--- src/hw/rtl/wsd_pkg.sv ---
package wsd_pkg;

  localparam int RX_W       = 8;
  localparam int MAXP_W     = 31;
  localparam int KIND_W     = 3;
  localparam int ERR_W      = 4;
  localparam int LEN_W      = 64;
  localparam int MSG_W      = 32;

  localparam logic [MAXP_W-1:0] MAX_PAYLOAD_RST = 31'd1048576;

  // Result kinds
  localparam logic [KIND_W-1:0] KIND_TEXT   = 3'd0;
  localparam logic [KIND_W-1:0] KIND_BINARY = 3'd1;
  localparam logic [KIND_W-1:0] KIND_PING   = 3'd2;
  localparam logic [KIND_W-1:0] KIND_CLOSE  = 3'd3;
  localparam logic [KIND_W-1:0] KIND_ERROR  = 3'd4;

  // Error codes
  localparam logic [ERR_W-1:0] ERR_NONE       = 4'd0;
  localparam logic [ERR_W-1:0] ERR_RSV        = 4'd1;
  localparam logic [ERR_W-1:0] ERR_MASKED     = 4'd2;
  localparam logic [ERR_W-1:0] ERR_SHORT16    = 4'd3;
  localparam logic [ERR_W-1:0] ERR_LEN_MSB    = 4'd4;
  localparam logic [ERR_W-1:0] ERR_SHORT64    = 4'd5;
  localparam logic [ERR_W-1:0] ERR_TOO_BIG    = 4'd6;
  localparam logic [ERR_W-1:0] ERR_BAD_CTRL   = 4'd7;
  localparam logic [ERR_W-1:0] ERR_CLOSE_LEN1 = 4'd8;
  localparam logic [ERR_W-1:0] ERR_BAD_OP     = 4'd9;
  localparam logic [ERR_W-1:0] ERR_DATA_FRAG  = 4'd10;
  localparam logic [ERR_W-1:0] ERR_CONT_SEQ   = 4'd11;

  // Frame opcodes
  localparam logic [3:0] OP_CONT   = 4'h0;
  localparam logic [3:0] OP_TEXT   = 4'h1;
  localparam logic [3:0] OP_BINARY = 4'h2;
  localparam logic [3:0] OP_CLOSE  = 4'h8;
  localparam logic [3:0] OP_PING   = 4'h9;
  localparam logic [3:0] OP_PONG   = 4'hA;

  typedef struct packed {
    logic [KIND_W-1:0] kind;
    logic              has_byte;
    logic [RX_W-1:0]   payload_byte;
    logic              end_of_message;
    logic [ERR_W-1:0]  error_code;
  } wsd_result_t;

endpackage

--- src/hw/rtl/wsd_rx_if.sv ---
interface wsd_rx_if;
  logic       valid;
  logic       ready;
  logic [7:0] rx_byte;

  modport source (output valid, output rx_byte, input ready);
  modport sink (input valid, input rx_byte, output ready);
endinterface

--- src/hw/rtl/wsd_evt_if.sv ---
interface wsd_evt_if;
  logic       valid;
  logic       ready;
  logic [2:0] kind;
  logic       has_byte;
  logic [7:0] payload_byte;
  logic       end_of_message;
  logic [3:0] error_code;

  modport source (output valid, output kind, output has_byte, output payload_byte,
                  output end_of_message, output error_code, input ready);
  modport sink (input valid, input kind, input has_byte, input payload_byte,
                input end_of_message, input error_code, output ready);
endinterface

--- src/hw/rtl/wsd_parse.sv ---
module wsd_parse (
  input  logic                      clk,
  input  logic                      rst,
  input  logic                      accept,
  input  logic [7:0]                rx_byte,
  input  logic                      cfg_we,
  input  logic [30:0]               cfg_wdata,
  output logic                      res_valid,
  output wsd_pkg::wsd_result_t      res
);
  import wsd_pkg::*;

  localparam logic [1:0] PH_B0  = 2'd0;
  localparam logic [1:0] PH_B1  = 2'd1;
  localparam logic [1:0] PH_EXT = 2'd2;
  localparam logic [1:0] PH_PAY = 2'd3;

  logic [MAXP_W-1:0] max_payload;
  logic [1:0]        phase, phase_next;
  logic [3:0]        frame_opcode, frame_opcode_next;
  logic              frame_fin, frame_fin_next;
  logic              rsv_set, rsv_set_next;
  logic              long_form, long_form_next;
  logic [3:0]        ext_bytes_left, ext_bytes_left_next;
  logic [LEN_W-1:0]  length_shift, length_shift_next;
  logic [MAXP_W-1:0] payload_left, payload_left_next;
  logic [1:0]        fragment_kind, fragment_kind_next;
  logic [MSG_W-1:0]  message_length, message_length_next;
  logic              halted, halted_next;

  logic              hdr_go;
  logic [LEN_W-1:0]  hdr_len;
  logic [MSG_W:0]    msg_sum;
  logic              len_big, len_nz, len_gt125, len_eq1, msg_big, op_known;
  logic              fail_v;
  logic [ERR_W-1:0]  fail_code;
  logic [LEN_W-1:0]  ext_len;
  logic [MAXP_W-1:0] left_dec;

  assign ext_len  = {length_shift[LEN_W-9:0], rx_byte};
  assign left_dec = payload_left - 31'd1;
  assign hdr_len  = (phase == PH_EXT) ? ext_len : {57'd0, rx_byte[6:0]};
  assign msg_sum  = {1'b0, message_length} + {2'b00, hdr_len[30:0]};
  assign len_big  = (|hdr_len[63:31]) || (hdr_len[30:0] > max_payload);
  assign len_nz   = |hdr_len;
  assign len_gt125 = (|hdr_len[63:7]) || (hdr_len[6:0] > 7'd125);
  assign len_eq1  = (hdr_len == 64'd1);
  assign msg_big  = len_nz && (msg_sum > {2'b00, max_payload});
  assign op_known = (frame_opcode == OP_CONT) || (frame_opcode == OP_TEXT) ||
                    (frame_opcode == OP_BINARY) || (frame_opcode == OP_CLOSE) ||
                    (frame_opcode == OP_PING) || (frame_opcode == OP_PONG);

  always_comb begin
    phase_next          = phase;
    frame_opcode_next   = frame_opcode;
    frame_fin_next      = frame_fin;
    rsv_set_next        = rsv_set;
    long_form_next      = long_form;
    ext_bytes_left_next = ext_bytes_left;
    length_shift_next   = length_shift;
    payload_left_next   = payload_left;
    fragment_kind_next  = fragment_kind;
    message_length_next = message_length;
    halted_next         = halted;
    hdr_go              = 1'b0;
    fail_v              = 1'b0;
    fail_code           = ERR_NONE;
    res_valid           = 1'b0;
    res                 = '0;

    if (!halted) begin
      unique case (phase)
        PH_B0: begin
          frame_opcode_next = rx_byte[3:0];
          frame_fin_next    = rx_byte[7];
          rsv_set_next      = |rx_byte[6:4];
          phase_next        = PH_B1;
        end
        PH_B1: begin
          if (rsv_set) begin
            fail_v    = 1'b1;
            fail_code = ERR_RSV;
          end else if (rx_byte[7]) begin
            fail_v    = 1'b1;
            fail_code = ERR_MASKED;
          end else if (rx_byte[6:0] <= 7'd125) begin
            hdr_go = 1'b1;
          end else begin
            long_form_next      = (rx_byte[6:0] == 7'd127);
            ext_bytes_left_next = (rx_byte[6:0] == 7'd127) ? 4'd8 : 4'd2;
            length_shift_next   = '0;
            phase_next          = PH_EXT;
          end
        end
        PH_EXT: begin
          length_shift_next   = ext_len;
          ext_bytes_left_next = ext_bytes_left - 4'd1;
          if (ext_bytes_left == 4'd1) begin
            if (!long_form) begin
              if (ext_len < 64'd126) begin
                fail_v    = 1'b1;
                fail_code = ERR_SHORT16;
              end else begin
                hdr_go = 1'b1;
              end
            end else if (ext_len[63]) begin
              fail_v    = 1'b1;
              fail_code = ERR_LEN_MSB;
            end else if (ext_len < 64'd65536) begin
              fail_v    = 1'b1;
              fail_code = ERR_SHORT64;
            end else begin
              hdr_go = 1'b1;
            end
          end
        end
        PH_PAY: begin
          if (payload_left == '0) begin
            phase_next = PH_B0;
          end else begin
            payload_left_next = left_dec;
            if (left_dec == '0) begin
              phase_next = PH_B0;
            end
            res.has_byte     = 1'b1;
            res.payload_byte = rx_byte;
            if ((frame_opcode == OP_TEXT) || (frame_opcode == OP_BINARY)) begin
              res_valid          = 1'b1;
              res.kind           = KIND_W'(frame_opcode - 4'd1);
              res.end_of_message = (left_dec == '0) && frame_fin;
            end else if (frame_opcode == OP_CONT) begin
              res_valid          = 1'b1;
              res.kind           = KIND_W'(fragment_kind - 2'd1);
              res.end_of_message = (left_dec == '0) && frame_fin;
              if ((left_dec == '0) && frame_fin) begin
                fragment_kind_next  = '0;
                message_length_next = '0;
              end
            end else if (frame_opcode == OP_PING) begin
              res_valid          = 1'b1;
              res.kind           = KIND_PING;
              res.end_of_message = (left_dec == '0);
            end else if ((frame_opcode == OP_CLOSE) && (left_dec == '0)) begin
              res_valid          = 1'b1;
              res.kind           = KIND_CLOSE;
              res.has_byte       = 1'b0;
              res.payload_byte   = '0;
              res.end_of_message = 1'b1;
              halted_next        = 1'b1;
            end else begin
              res.has_byte     = 1'b0;
              res.payload_byte = '0;
            end
          end
        end
        default: phase_next = PH_B0;
      endcase

      if (hdr_go) begin
        if (len_big) begin
          fail_v    = 1'b1;
          fail_code = ERR_TOO_BIG;
        end else if (frame_opcode[3] && (!frame_fin || len_gt125)) begin
          fail_v    = 1'b1;
          fail_code = ERR_BAD_CTRL;
        end else if ((frame_opcode == OP_CLOSE) && len_eq1) begin
          fail_v    = 1'b1;
          fail_code = ERR_CLOSE_LEN1;
        end else if (!op_known) begin
          fail_v    = 1'b1;
          fail_code = ERR_BAD_OP;
        end else if (((frame_opcode == OP_TEXT) || (frame_opcode == OP_BINARY)) &&
                     (fragment_kind != 2'd0)) begin
          fail_v    = 1'b1;
          fail_code = ERR_DATA_FRAG;
        end else if (((frame_opcode == OP_TEXT) || (frame_opcode == OP_BINARY)) &&
                     !frame_fin && msg_big) begin
          fail_v    = 1'b1;
          fail_code = ERR_CONT_SEQ;
        end else if ((frame_opcode == OP_CONT) &&
                     ((fragment_kind == 2'd0) || msg_big)) begin
          fail_v    = 1'b1;
          fail_code = ERR_CONT_SEQ;
        end else begin
          if (((frame_opcode == OP_TEXT) || (frame_opcode == OP_BINARY)) && !frame_fin) begin
            fragment_kind_next  = frame_opcode[1:0];
            message_length_next = msg_sum[MSG_W-1:0];
          end else if (frame_opcode == OP_CONT) begin
            message_length_next = msg_sum[MSG_W-1:0];
          end
          if (len_nz) begin
            payload_left_next = hdr_len[30:0];
            phase_next        = PH_PAY;
          end else begin
            phase_next = PH_B0;
            if ((frame_opcode == OP_TEXT) || (frame_opcode == OP_BINARY)) begin
              res_valid          = frame_fin;
              res.kind           = KIND_W'(frame_opcode - 4'd1);
              res.end_of_message = 1'b1;
            end else if (frame_opcode == OP_CONT) begin
              if (frame_fin) begin
                res_valid           = 1'b1;
                res.kind            = KIND_W'(fragment_kind - 2'd1);
                res.end_of_message  = 1'b1;
                fragment_kind_next  = '0;
                message_length_next = '0;
              end
            end else if (frame_opcode == OP_CLOSE) begin
              res_valid          = 1'b1;
              res.kind           = KIND_CLOSE;
              res.end_of_message = 1'b1;
              halted_next        = 1'b1;
            end else if (frame_opcode == OP_PING) begin
              res_valid          = 1'b1;
              res.kind           = KIND_PING;
              res.end_of_message = 1'b1;
            end
          end
        end
      end

      if (fail_v) begin
        halted_next = 1'b1;
        phase_next  = PH_B0;
        res_valid   = 1'b1;
        res         = '0;
        res.kind    = KIND_ERROR;
        res.error_code = fail_code;
      end
    end
  end

  always_ff @(posedge clk) begin
    if (rst) begin
      max_payload    <= MAX_PAYLOAD_RST;
      phase          <= PH_B0;
      frame_opcode   <= '0;
      frame_fin      <= 1'b0;
      rsv_set        <= 1'b0;
      long_form      <= 1'b0;
      ext_bytes_left <= '0;
      length_shift   <= '0;
      payload_left   <= '0;
      fragment_kind  <= '0;
      message_length <= '0;
      halted         <= 1'b0;
    end else begin
      if (cfg_we) begin
        max_payload <= cfg_wdata;
      end
      if (accept) begin
        phase          <= phase_next;
        frame_opcode   <= frame_opcode_next;
        frame_fin      <= frame_fin_next;
        rsv_set        <= rsv_set_next;
        long_form      <= long_form_next;
        ext_bytes_left <= ext_bytes_left_next;
        length_shift   <= length_shift_next;
        payload_left   <= payload_left_next;
        fragment_kind  <= fragment_kind_next;
        message_length <= message_length_next;
        halted         <= halted_next;
      end
    end
  end
endmodule

--- src/hw/rtl/wsd_outbuf.sv ---
module wsd_outbuf (
  input  logic                 clk,
  input  logic                 rst,
  input  logic                 push,
  input  wsd_pkg::wsd_result_t push_data,
  output logic                 has_room,
  output logic                 pop_valid,
  input  logic                 pop_ready,
  output wsd_pkg::wsd_result_t pop_data
);
  import wsd_pkg::*;

  wsd_result_t slots [2];
  logic        wr_ptr;
  logic        rd_ptr;
  logic [1:0]  count;
  logic        pop;

  assign has_room  = (count != 2'd2);
  assign pop_valid = (count != 2'd0);
  assign pop       = pop_valid && pop_ready;
  assign pop_data  = slots[rd_ptr];

  always_ff @(posedge clk) begin
    if (push) begin
      slots[wr_ptr] <= push_data;
    end
  end

  always_ff @(posedge clk) begin
    if (rst) begin
      wr_ptr <= 1'b0;
      rd_ptr <= 1'b0;
      count  <= 2'd0;
    end else begin
      if (push) begin
        wr_ptr <= ~wr_ptr;
      end
      if (pop) begin
        rd_ptr <= ~rd_ptr;
      end
      count <= count + {1'b0, push} - {1'b0, pop};
    end
  end
endmodule

--- src/hw/rtl/websocket_frame_deframer.sv ---
// Client-side WebSocket frame deframer for server-to-client traffic.
// The rx channel takes one received byte per transaction, one transaction
// per clock at best. Each byte is parsed in the cycle it is taken, and any
// result it causes enters a two-entry output queue, which registers it for
// the evt channel. Payload bytes of text, binary, continuation and ping
// frames are passed on as they arrive; pong payload is dropped and a close
// frame gives one close event at its end. Header errors are reported by the
// end of the header. After an error or a close event the block ignores all
// further bytes until reset. The block sustains one byte per cycle while
// evt is taken; the rate is set by the per-byte parse logic and the output
// queue. When the receiver stalls, rx stays ready until the queue holds two
// results, then waits for a slot. Reset (rst, synchronous) empties the
// queue, returns the parser to the start of a frame and sets max_payload to
// 1048576 bytes. max_payload is written through cfg_we and cfg_wdata; the
// user must write it only while the block is idle; this is not enforced.
module websocket_frame_deframer (
  input  logic                       clk,
  input  logic                       rst,
  wsd_rx_if.sink                     rx,
  wsd_evt_if.source                  evt,
  input  logic                       cfg_we,
  input  logic [wsd_pkg::MAXP_W-1:0] cfg_wdata
);
  import wsd_pkg::*;

  logic        accept;
  logic        has_room;
  logic        res_valid;
  wsd_result_t res;
  wsd_result_t head;

  assign rx.ready = has_room;
  assign accept   = rx.valid && has_room;

  wsd_parse u_parse (
    .clk       (clk),
    .rst       (rst),
    .accept    (accept),
    .rx_byte   (rx.rx_byte),
    .cfg_we    (cfg_we),
    .cfg_wdata (cfg_wdata),
    .res_valid (res_valid),
    .res       (res)
  );

  wsd_outbuf u_outbuf (
    .clk       (clk),
    .rst       (rst),
    .push      (accept && res_valid),
    .push_data (res),
    .has_room  (has_room),
    .pop_valid (evt.valid),
    .pop_ready (evt.ready),
    .pop_data  (head)
  );

  assign evt.kind           = head.kind;
  assign evt.has_byte       = head.has_byte;
  assign evt.payload_byte   = head.payload_byte;
  assign evt.end_of_message = head.end_of_message;
  assign evt.error_code     = head.error_code;
endmodule

--- src/flat_wrapper.sv ---
// flat-port wrapper written by rule: the top's interface ports become plain ports
module websocket_frame_deframer_flat import wsd_pkg::*;
  (clk, rst, cfg_we, cfg_wdata, rx_valid, rx_rx_byte, rx_ready, evt_valid, evt_kind, evt_has_byte, evt_payload_byte, evt_end_of_message, evt_error_code, evt_ready);
  wsd_rx_if rx_i ();
  wsd_evt_if evt_i ();
  input  logic clk;
  input  logic rst;
  input  logic cfg_we;
  input  logic [wsd_pkg::MAXP_W-1:0] cfg_wdata;
  input wire logic [$bits(rx_i.valid)-1:0] rx_valid;
  input wire logic [$bits(rx_i.rx_byte)-1:0] rx_rx_byte;
  output wire logic [$bits(rx_i.ready)-1:0] rx_ready;
  output wire logic [$bits(evt_i.valid)-1:0] evt_valid;
  output wire logic [$bits(evt_i.kind)-1:0] evt_kind;
  output wire logic [$bits(evt_i.has_byte)-1:0] evt_has_byte;
  output wire logic [$bits(evt_i.payload_byte)-1:0] evt_payload_byte;
  output wire logic [$bits(evt_i.end_of_message)-1:0] evt_end_of_message;
  output wire logic [$bits(evt_i.error_code)-1:0] evt_error_code;
  input wire logic [$bits(evt_i.ready)-1:0] evt_ready;
  assign rx_i.valid = rx_valid;
  assign rx_i.rx_byte = rx_rx_byte;
  assign rx_ready = rx_i.ready;
  assign evt_valid = evt_i.valid;
  assign evt_kind = evt_i.kind;
  assign evt_has_byte = evt_i.has_byte;
  assign evt_payload_byte = evt_i.payload_byte;
  assign evt_end_of_message = evt_i.end_of_message;
  assign evt_error_code = evt_i.error_code;
  assign evt_i.ready = evt_ready;
  websocket_frame_deframer u_core (.clk(clk), .rst(rst), .rx(rx_i), .evt(evt_i), .cfg_we(cfg_we), .cfg_wdata(cfg_wdata));
endmodule
--- config.mk ---
export PLATFORM = sky130hd
export DESIGN_NAME = websocket_frame_deframer_flat
export DESIGN_NICKNAME = d
export VERILOG_FILES = /design/src/hw/rtl/wsd_pkg.sv /design/src/hw/rtl/wsd_rx_if.sv /design/src/hw/rtl/wsd_evt_if.sv /design/src/hw/rtl/wsd_parse.sv /design/src/hw/rtl/wsd_outbuf.sv /design/src/hw/rtl/websocket_frame_deframer.sv /design/src/flat_wrapper.sv
export SDC_FILE = /design/constraint.sdc
export NUM_CORES = 1
export LEC_CHECK = 0
export ABC_AREA = 1
export BUFFER_PORTS_ARGS = -buffer_cell sky130_fd_sc_hd__buf_2
export CAP_MARGIN = 20
export CORE_ASPECT_RATIO = 1.25
export CORE_MARGIN = 8
export CORE_UTILIZATION = 60
export DETAILED_ROUTE_END_ITERATION = 7
export GPL_TIMING_DRIVEN = 1
export HOLD_SLACK_MARGIN = 0.05
export PLACE_DENSITY = 0.88
export SLEW_MARGIN = 20
export SYNTH_ARGS = -nofsm -noshare
export SYNTH_HDL_FRONTEND = slang
export SYNTH_SLANG_ARGS = --single-unit
--- constraint.sdc ---
create_clock -name clk -period 6.24 [get_ports clk]
set_input_delay 0.936 -clock clk [delete_from_list [all_inputs] [get_ports clk]]
set_output_delay 0.936 -clock clk [all_outputs]
set_load 0.01 [all_outputs]
==> run summary, run 1 <==
The logs give 23.46 mm for the amount of wire on met2 after detailed routing and 32.17% for the global-route total usage across every layer. Buffers inserted to repair hold after CTS numbered 0. The run gives 63 as the number of placed I/O pins. The placed instances occupy a cell area of 15200 um2. The sequential-to-total area share from yosys stat is 30.25%.

The clock net sink count is 205, and the area of the core region is 24260 um2. The number of instances in the synthesized netlist was 2232. The cell with the largest stage delay on the worst path was sky130_fd_sc_hd__ha_2.

Dividing the detail-routed wire length by the instance count gives 18.74 um. Cell seen most often among critical-path stages: sky130_fd_sc_hd__nand2_1. 0 antenna diodes ended up in the layout. The post-route clock period utilization is 93.14%, and the pin count of the biggest net entering global routing is 65.

Combinational logic burns 34.0% of the power. The tightest slew margin relative to the limit is 33.73%. In the post-synthesis netlist, the biggest area contributors are sky130_fd_sc_hd__dfxtp_1, sky130_fd_sc_hd__nand2_1, sky130_fd_sc_hd__ha_1. Setup violations remaining at the end of the flow were counted as 0. The run finished with clean final reports.

The logs give 0.9823 for the weighted congestion reported at the end of routability-driven placement and 30.4% for the proportion of power drawn by the clock network. The initial antenna violation count is 0, and the initial core utilization is 60.55%. The number of vias per cell works out to 5.974.

Net switching is 39.14% of the power. The CTS clock-pin slew for the worst setup and hold paths was 0.07 ns; the number of nets still failing antenna checks after routing was 0. Derived from the worst setup path, the maximum achievable clock frequency is 0.1721 GHz.

TritonCTS built the clock tree. Setup repair after global routing left no endpoint under its margin. The final layout contains routed wiring with a total length of 48.90 mm. Net switching power of the design: 1.766 mW.

The die area came out at 29780 um2. The average size of a mapped cell is 6.582 um2. The worst setup path is of the register to register kind. For this run, the slowest stage of the critical path takes 0.43 ns. From synthesis to final layout, the design area changed by 8.739%. Yosys mapped a number of flops with a built-in enable equal to 34. For the pin with the worst max-slew slack, the measured transition is 0.9919 ns. With fillers left out, the area of the finished cells amounts to 15970 um2.

The pre-antenna-repair detailed-routing pass consisted of 7 iterations. H-tree depth reported by CTS: 1. The number of distinct library cells after synthesis is 56, and the count of yosys warnings during synthesis is 0.

The most used flip-flop cell after synthesis is sky130_fd_sc_hd__dfxtp_1. The simple-gate area share of the yosys netlist is 30.61%, and the clock period minus worst slack is 5.812 ns. The buffer levels on the longest clock path is 3, and the total congestion overflow is 0.

Of the cells placed in the final design, the portion with a size suffix greater than 1 is 9.083%. The HPWL after detailed placement is 36.81 mm. The portion of netlist area occupied by mux cells is 1.371%. The number of buffers created by CTS was 23.

The number of pins exceeding their max-slew limit in the final report is 0. After detailed routing, the wire length on met1 is 18.11 mm. Excluding fillers, the count of instances in the completed layout stands at 2609. The via count of the first global-routing pass is 14843. Dividing total power by cell area gives a power density of 282.4 nW/um2.

When the netlist entered floorplanning its net count stood at 2369. The nature of the critical path startpoint is a register. The library cell used as clock root buffer was sky130_fd_sc_hd__clkbuf_16.

The tool flagged a number of max-cap violations equal to 0. Summing the areas of all fa, ha and maj instances in the mapped netlist gives 7.972% of the synthesized area. The width of the chip was 156.0 um; the post-synthesis compound-gate area fraction was 17.25%. The logs give 0 for the post-route DRC violation count and 0.0002355 V for the highest ir drop seen on vdd. The routed layout has 15586 vias. The first global-routing pass estimated 76.67 mm of wire. The main combinational cell family by area after synthesis is simple AND/OR/NAND/NOR gates. Post-CTS timing repair inserted 0 buffers for setup. Prior to clock tree synthesis, the placed netlist has a worst setup slack of 0.3306 ns. The internal power of the cells totals 2.745 mW. The total of buffers placed on input and output ports came out at 62. Clock skew on the completed layout was measured at 0.01391 ns.

Summed over all nets, wire length on met3 after detailed routing comes to 4.002 mm. For the final hold violation count, the log shows 0. The first routing iteration left 1361 violations. After routing, the total negative slack on setup checks comes to 0 ns. Biggest area consumer among synthesized cells: sky130_fd_sc_hd__dfxtp_1.

The height of the die works out to 190.9 um. Clock latency on the worst-skew pair, taken at its later pin, is 0.53 ns. Fill cells in the final layout number 2222. The class of the tightest hold or removal check was register to register. The largest fanout on the critical path works out to 48. The total placed cells including tap cells is 2567, and the worst path arrival time is 6.27 ns. The number of flip-flops and latches in the synthesized netlist is 205, and the netlist area before placement is 14690 um2.

The xor and xnor fraction of the mapped netlist area came out at 2.972%. Data on the critical path is required at its endpoint by 6.70 ns. For this run, the post-layout net count is 2399. Sequential cells burn 35.6% of the power.

Top layer reached by signal wires: met4. The top cell type by area accounts for 23.30% of the synthesized area. After floorplanning, the core was divided into 64 placement rows. STA classifies the critical path endpoint as a register.

The logs give 7.480 nW for the standby leakage power and 0.4283 ns for the final critical-path setup slack. Of all flip-flops after synthesis, the portion carrying an async set or reset was 0%.
==> power by group through the flow <==
| stage | clock network (mW) | registers (mW) | logic (mW) |
|---|---|---|---|
| after floorplan | 0 | 1.58 | 1.11 |
| after global placement | 0 | 1.62 | 1.47 |
| after detailed placement | 0 | 1.63 | 1.49 |
| after CTS | 1.37 | 1.60 | 1.50 |
| after global routing | 1.42 | 1.62 | 1.70 |
| final | 1.37 | 1.61 | 1.53 |
==> per-stage QoR <==
stage,utilization [%],power (mW),hold slack (ns)
after floorplan,-,2.682,0.4257
after global placement,62.66,3.088,0.4383
after detailed placement,62.66,3.114,0.4520
after CTS,65.74,4.477,0.4648
after global routing,65.84,4.736,0.4973
final,65.84,4.511,0.4648
==> kinds of logic after synthesis <==
kind of cell | Yosys count
AOI/OAI and AO/OA | 472
xor gates and xnor gates | 49
adders and majority gates | 93
buffers and inverters | 351
DFF | 205
muxes | 18
and+or+nand+nor | 1044
==> routing by layer <==
metal | GRT usage (%) | vias up
li1 | - | 7431
met1 | 35.21 | 7132
met2 | 56.46 | 803
met3 | 5.677 | 220
met4 | 20.87 | 0
met5 | 0 | -
==> cell type report <==
class,instances,area [um2],area share [%]
inverters,276,1039,6.501
repair buffers,80,465.4,2.914
well taps,330,412.9,2.585
clock buffers,25,593.1,3.713
clock inverters,17,153.9,0.9634
flip-flops and latches,205,4444,27.82
multi-input cells,1676,8866,55.50
==> registers in the layout, summed over array words and instances (netlist names), 2 cells and up, named ones only <==
register / cells
u_core.u_parse.length_shift: 56
u_core.u_parse.fragment_kind: 2
u_core.u_parse.ext_bytes_left: 4
u_core.u_parse.max_payload: 31
u_core.u_outbuf.count: 2
u_core.u_outbuf.slots: 34
u_core.u_parse.frame_opcode: 4
u_core.u_parse.message_length: 32
u_core.u_parse.payload_left: 31
u_core.u_parse.phase: 2
==> path summary, 6_finish.rpt <==
path / start / to / slack [ns] / cells after the start
max: u_core.u_parse.phase[0] / u_core.u_outbuf.count[1] / 0.43 / 34
min: u_core.u_outbuf.rd_ptr / u_core.u_outbuf.rd_ptr / 0.46 / 1
max reg2reg: u_core.u_parse.phase[0] / u_core.u_outbuf.count[1] / 0.43 / 34
min reg2reg: u_core.u_outbuf.rd_ptr / u_core.u_outbuf.rd_ptr / 0.46 / 1
==> worst max-delay path, delay by kind of cell (launching register included) <==
| family | cells | cell delay, ns |
|---|---|---|
| AO/OA/AOI/OAI | 5 | 0.67 |
| XOR/XNOR | 2 | 0.43 |
| adder cells (fa/ha/maj) | 4 | 1.26 |
| buffers and inverters | 5 | 0.85 |
| flip-flops | 1 | 0.36 |
| AND/OR/NAND/NOR | 18 | 2.15 |
==> cell usage after synthesis (34+ instances only) <==
master	instances
sky130_fd_sc_hd__nand4_1	37
sky130_fd_sc_hd__nand3_1	122
sky130_fd_sc_hd__edfxtp_1	34
sky130_fd_sc_hd__a21oi_1	220
sky130_fd_sc_hd__o21ai_0	182
sky130_fd_sc_hd__ha_1	92
sky130_fd_sc_hd__clkbuf_1	51
sky130_fd_sc_hd__nor2_1	252
sky130_fd_sc_hd__inv_1	259
sky130_fd_sc_hd__dfxtp_1	171
sky130_fd_sc_hd__nand2_1	533
sky130_fd_sc_hd__xor2_1	37
==> timing repair <==
action / 4_1_cts / 5_1_grt
hold endpoints to repair: 0 / 0
endpoints found under the setup margin: 0 / 26
gates resized for setup: 0 / 7
==> cells in the final DEF (no fill, tap or decap), types with 16 or more instances in the layout <==
| cell | n |
|---|---|
| sky130_fd_sc_hd__ha_1 | 91 |
| sky130_fd_sc_hd__edfxtp_1 | 34 |
| sky130_fd_sc_hd__mux2_2 | 17 |
| sky130_fd_sc_hd__clkbuf_16 | 23 |
| sky130_fd_sc_hd__nand3_1 | 122 |
| sky130_fd_sc_hd__nand2_1 | 532 |
| sky130_fd_sc_hd__a21oi_1 | 220 |
| sky130_fd_sc_hd__nand2_2 | 19 |
| sky130_fd_sc_hd__nand4_1 | 37 |
| sky130_fd_sc_hd__dfxtp_1 | 171 |
| sky130_fd_sc_hd__o21ai_0 | 181 |
| sky130_fd_sc_hd__nor3_1 | 27 |
| sky130_fd_sc_hd__buf_4 | 16 |
| sky130_fd_sc_hd__a211oi_1 | 32 |
| sky130_fd_sc_hd__nor2_1 | 251 |
| sky130_fd_sc_hd__inv_1 | 259 |
| sky130_fd_sc_hd__buf_2 | 62 |
| sky130_fd_sc_hd__xor2_1 | 37 |
No activity file was read; power rests on OpenSTA's default activity.
==> run 2: changes to the inputs <==
ABC_AREA = default   (was 1)
==> run 2 against run 1 <==
  * Worst hold slack worse by 0.010 ns
  * Via count is 11% lower
  * Synthesized cell count is 23% lower
  * Critical endpoint unchanged
  * Largest cell class unchanged
  * Largest power group unchanged
==> run summary, run 2 <==
The worst stage delay on the critical path was 0.41 ns (-0.02 ns). The worst path arrival time is 6.48 ns (+0.21 ns). The adder and majority cell fraction of the synthesized area is 9.132% (+1.2 points). The detailed-route via count is 13933 (-11%). The layout cell share with drive strength beyond 1 came out at 13.40% (+4.3 points).

The post-route DRC violation count is 0 (unchanged). Number of distinct library cells after synthesis: 88 (+57%). The top cell types in the final layout, fill and taps aside, are sky130_fd_sc_hd__nand2_1, sky130_fd_sc_hd__dfxtp_1, sky130_fd_sc_hd__a21oi_1. The post-route clock period utilization works out to 97.91% (+4.8 points). The worst setup path is captured at a register.

For the standby leakage power, the log shows 6.355 nW (-15%). The total area of multi-input combinational cells was 8651 um2 (-2.4%); the sequential-to-total area share from yosys stat was 32.44% (+2.2 points). For the total power consumption of the routed design, the log shows 3.655 mW (-19%). Library cell used as clock root buffer: sky130_fd_sc_hd__clkbuf_16. For the first-pass GRT wire length, the log shows 68.95 mm (-10%).

The tools report the largest clock skew in the final design as 0.01381 ns (-0.0001003 ns). The largest fanout on the critical path is 5 (-90%), and the post-DP HPWL is 32.54 mm (-12%). The number of instances in the synthesized netlist is 1716 (-23%). The number of placed I/O pins came out at 63 (unchanged). The average size of a mapped cell is 7.984 um2 (+21%), and the worst setup slack after placement is -0.2674 ns (-0.5980 ns). The total of buffers placed on input and output ports was 62 (unchanged); the global-route total usage across every layer was 30.94% (-1.2 points). The portion of netlist area occupied by mux cells is 5.068% (+3.7 points).

The fraction of registers with async set/reset works out to 0% (unchanged). Proportion of netlist area held by the largest area contributor: 24.99% (+1.7 points). The highest ir drop seen on vdd is 0.0002792 V (+19%).

The required time of the worst setup path was 6.61 ns (-0.09 ns); the clock net sink count was 205 (unchanged). Most frequently used cell type in the post-synthesis netlist: sky130_fd_sc_hd__nand2_1. Final core utilization: 68.18% (+2.3 points).

Height of the die: 184.9 um (-3.1%). The number of fill cells came out at 1830 (-18%). The number of flip-flops in the largest register was 56 (unchanged). The hold-critical path depth is 2 (+1).

The weighted congestion reported at the end of routability-driven placement was 0.9964 (+1.4%). The largest registers in the layout are u_core.u_parse.length_shift: 56 flops, u_core.u_outbuf.slots: 34 flops, u_core.u_parse.message_length: 32 flops. By count the netlist is led by sky130_fd_sc_hd__nand2_1, sky130_fd_sc_hd__dfxtp_1, sky130_fd_sc_hd__a21oi_1.

The number of buffers created by CTS is 22 (-4.3%), and the tightest slew margin relative to the limit is 31.52% (-2.2 points). The critical path is of the register to register type. The depth of the worst register-to-register path was 26 (-24%). In this run the critical register-to-register path is launched from u_core.u_parse.phase[0]. The dominant register cell in the synthesized netlist is sky130_fd_sc_hd__dfxtp_1.

The number of DRC violations after detailed-routing iteration 0 was 1632 (+20%); the width of the chip was 151.2 um (-3.1%). The standard cell area after detailed placement was 14710 um2 (-3.3%); the number of maximum-capacitance violations was 0 (unchanged). STA classifies the critical path startpoint as a register. Number of pins exceeding their max-slew limit in the final report: 0 (unchanged).

The number of buffer and inverter instances along the worst setup path came out at 1 (-4). Number of detailed-route iterations in the first pass: 6 (-1). The setup slack on the worst flop-to-flop path was 0.13 ns (-0.30 ns); the number of nets produced by synthesis was 1853 (-22%). For the row count, the log shows 62 (-3.1%). Grouping stages by cell kind, the critical path spends the most delay in compound AO/OA/AOI/OAI gates. Pin count of the biggest net entering global routing: 73 (+12%). The simple-gate area share of the yosys netlist is 23.23% (-7.4 points).

The storage element area came out at 4444 um2 (unchanged). TritonCTS built the clock tree. The number of vias per cell was 6.628 (+11%); the xor and xnor fraction of the mapped netlist area was 3.836% (+0.86 points).

The number of buffers inserted by hold repair at cts was 0 (unchanged). The initial antenna violation count was 0 (unchanged); the clock period minus worst slack was 6.110 ns (+0.2979 ns). The number of nets in the layout is 1934 (-19%), and the final setup TNS is 0 ns (unchanged). Total congestion overflow: 0 (unchanged). For the total setup violations reported at the end of the flow, the log shows 0 (unchanged). Power per standard cell area: 235.8 nW/um2 (-16%). In this run the most critical hold path is launched from u_core.u_parse.length_shift[50]. The run finished with clean final reports. The post-detailed-route wirelength per cell was 20.98 um (+12%); the buffer levels on the longest clock path was 3 (unchanged). Final critical-path setup slack: 0.1304 ns (-0.2979 ns). The largest individual stage delay along the critical path comes from the cell sky130_fd_sc_hd__maj3_1.

The largest total area in the synthesized netlist belongs to sky130_fd_sc_hd__dfxtp_1. The post-layout instance area is 15500 um2 (-3.0%), and the netlist area before placement is 13700 um2 (-6.7%). The final routed wirelength across all metal layers is 44.10 mm (-9.8%), and the initial core utilization is 60.28% (-0.27 points).

The number of nets still failing antenna checks after routing was 0 (unchanged). The total placed cells including tap cells was 2059 (-20%). The run gives 27960 um2 (-6.1%) as the die area. Leaving out fill and tap cells, the most frequent cell in the layout is sky130_fd_sc_hd__nand2_1. The run gives 0 (unchanged) as the count of yosys warnings during synthesis. For the area of the core region, the log shows 22730 um2 (-6.3%). Count of flip-flops with a built-in enable after synthesis: 34 (unchanged). Worst-skew pair later-pin latency: 0.52 ns (about the same). The CTS clock-pin slew for the worst setup and hold paths is 0.06 ns (about the same), and the number of flip-flops and latches in the synthesized netlist is 205 (unchanged).

The final standard cell count with taps included and fillers excluded was 2102 (-19%); the layout overhead on the synthesized area was 13.10%. Class of the tightest hold or removal check: register to register. By area the synthesized netlist is led by sky130_fd_sc_hd__dfxtp_1, sky130_fd_sc_hd__ha_1, sky130_fd_sc_hd__edfxtp_1. The worst slack on hold paths was 0.4545 ns (-0.01027 ns). The sink of the worst hold path is u_core.u_parse.length_shift[50]. The logs give 0.1637 GHz (-4.9%) for the highest clock rate and 0 (unchanged) for the final hold violation count. Main combinational cell family by area after synthesis: simple AND/OR/NAND/NOR gates. The post-synthesis compound-gate area fraction came out at 21.21% (+4.0 points). H-tree depth reported by CTS: 1 (unchanged). The actual transition at the worst max-transition pin was 1.027 ns (+0.03523 ns); the via count of the first global-routing pass was 13116 (-12%). The worst register-to-register path ends at u_core.u_outbuf.count[1]. The largest register by flop count was u_core.u_parse.length_shift.
## run 2: cell count changes in the layout (fill, tap and decap cells not counted), moves of 68 or more
cell and delta:
sky130_fd_sc_hd__inv_1 -185, sky130_fd_sc_hd__o21ai_0 -101, sky130_fd_sc_hd__nand3_1 -68, sky130_fd_sc_hd__nor2_1 -131
sky130_fd_sc_hd__nand2_1 -296, sky130_fd_sc_hd__buf_4 +78
## run 2: cell type report
type / count / share of cell area, %
Multi-Input combinational cell: 1335 / 55.83
Sequential cell: 205 / 28.68
Timing Repair Buffer: 157 / 6.782
Clock buffer: 30 / 3.948
Tap cell: 288 / 2.325
Inverter: 76 / 1.841
Clock inverter: 10 / 0.5813
Antenna cell: 1 / 0.01615
## run 2: worst register-to-register path, cell delays in order, from the launching register on
cell and delay (ns):
sky130_fd_sc_hd__dfxtp_1 0.36, sky130_fd_sc_hd__inv_2 0.09, sky130_fd_sc_hd__ha_4 0.19, sky130_fd_sc_hd__and2_1 0.19, sky130_fd_sc_hd__ha_2 0.31, sky130_fd_sc_hd__a31o_2 0.26
sky130_fd_sc_hd__maj3_1 0.34, sky130_fd_sc_hd__a22o_1 0.25, sky130_fd_sc_hd__a311oi_2 0.34, sky130_fd_sc_hd__o31ai_1 0.14, sky130_fd_sc_hd__maj3_1 0.41, sky130_fd_sc_hd__a21boi_2 0.15
sky130_fd_sc_hd__xnor2_1 0.09, sky130_fd_sc_hd__ha_1 0.31, sky130_fd_sc_hd__nand4_1 0.21, sky130_fd_sc_hd__nor4_2 0.36, sky130_fd_sc_hd__o311ai_1 0.15, sky130_fd_sc_hd__a41oi_1 0.25
sky130_fd_sc_hd__o21ai_1 0.13, sky130_fd_sc_hd__and4_1 0.24, sky130_fd_sc_hd__a21o_1 0.24, sky130_fd_sc_hd__a21oi_2 0.15, sky130_fd_sc_hd__o21a_2 0.20, sky130_fd_sc_hd__ha_1 0.17
sky130_fd_sc_hd__xor2_1 0.20, sky130_fd_sc_hd__xnor2_1 0.16, sky130_fd_sc_hd__nor2_1 0.06
## run 2: power by group
part	internal, mW	switching (mW)	total (mW)
Sequential	1.39	0.0706	1.46
Clock	0.734	0.555	1.29
Combinational	0.338	0.565	0.903
## run 2: repair_timing
item,in CTS,in global routing
setup endpoints to repair,34,137
cloned,0,0
buffers inserted,1,1
resized for setup,1,16
pin swaps,0,3
## run 2: how the worst max path moves through the flow
stage	depth (start not counted)	from	endpoint
final	26	u_core.u_parse.phase[0]	u_core.u_outbuf.count[1]
after global placement	25	rx_rx_byte[0]	u_core.u_outbuf.slots[0][14]
after detailed placement	25	rx_rx_byte[0]	u_core.u_outbuf.slots[0][12]
after CTS	26	u_core.u_parse.phase[0]	u_core.u_outbuf.count[1]
after floorplan	26	u_core.u_parse.phase[0]	u_core.u_outbuf.slots[0][0]
after global routing	26	u_core.u_parse.phase[0]	u_core.u_outbuf.slots[0][10]
## run 2: cell families after synthesis
| kind of cell | count (synthesis) |
|---|---|
| flops | 205 |
| compound gates | 455 |
| mux | 67 |
| buf+inv | 176 |
| fa+ha+maj | 101 |
| simple gates | 652 |
| xor+xnor | 60 |
## run 2: per-layer routing
layer  wire length [um]  up-vias  global-route usage, %
met2              20860      796                  51.93
met3               4080      193                  5.304
met4               2439        0                  16.07
li1                   -     6401                      -
met1              16720     6543                  37.23
met5                  0        -                      0
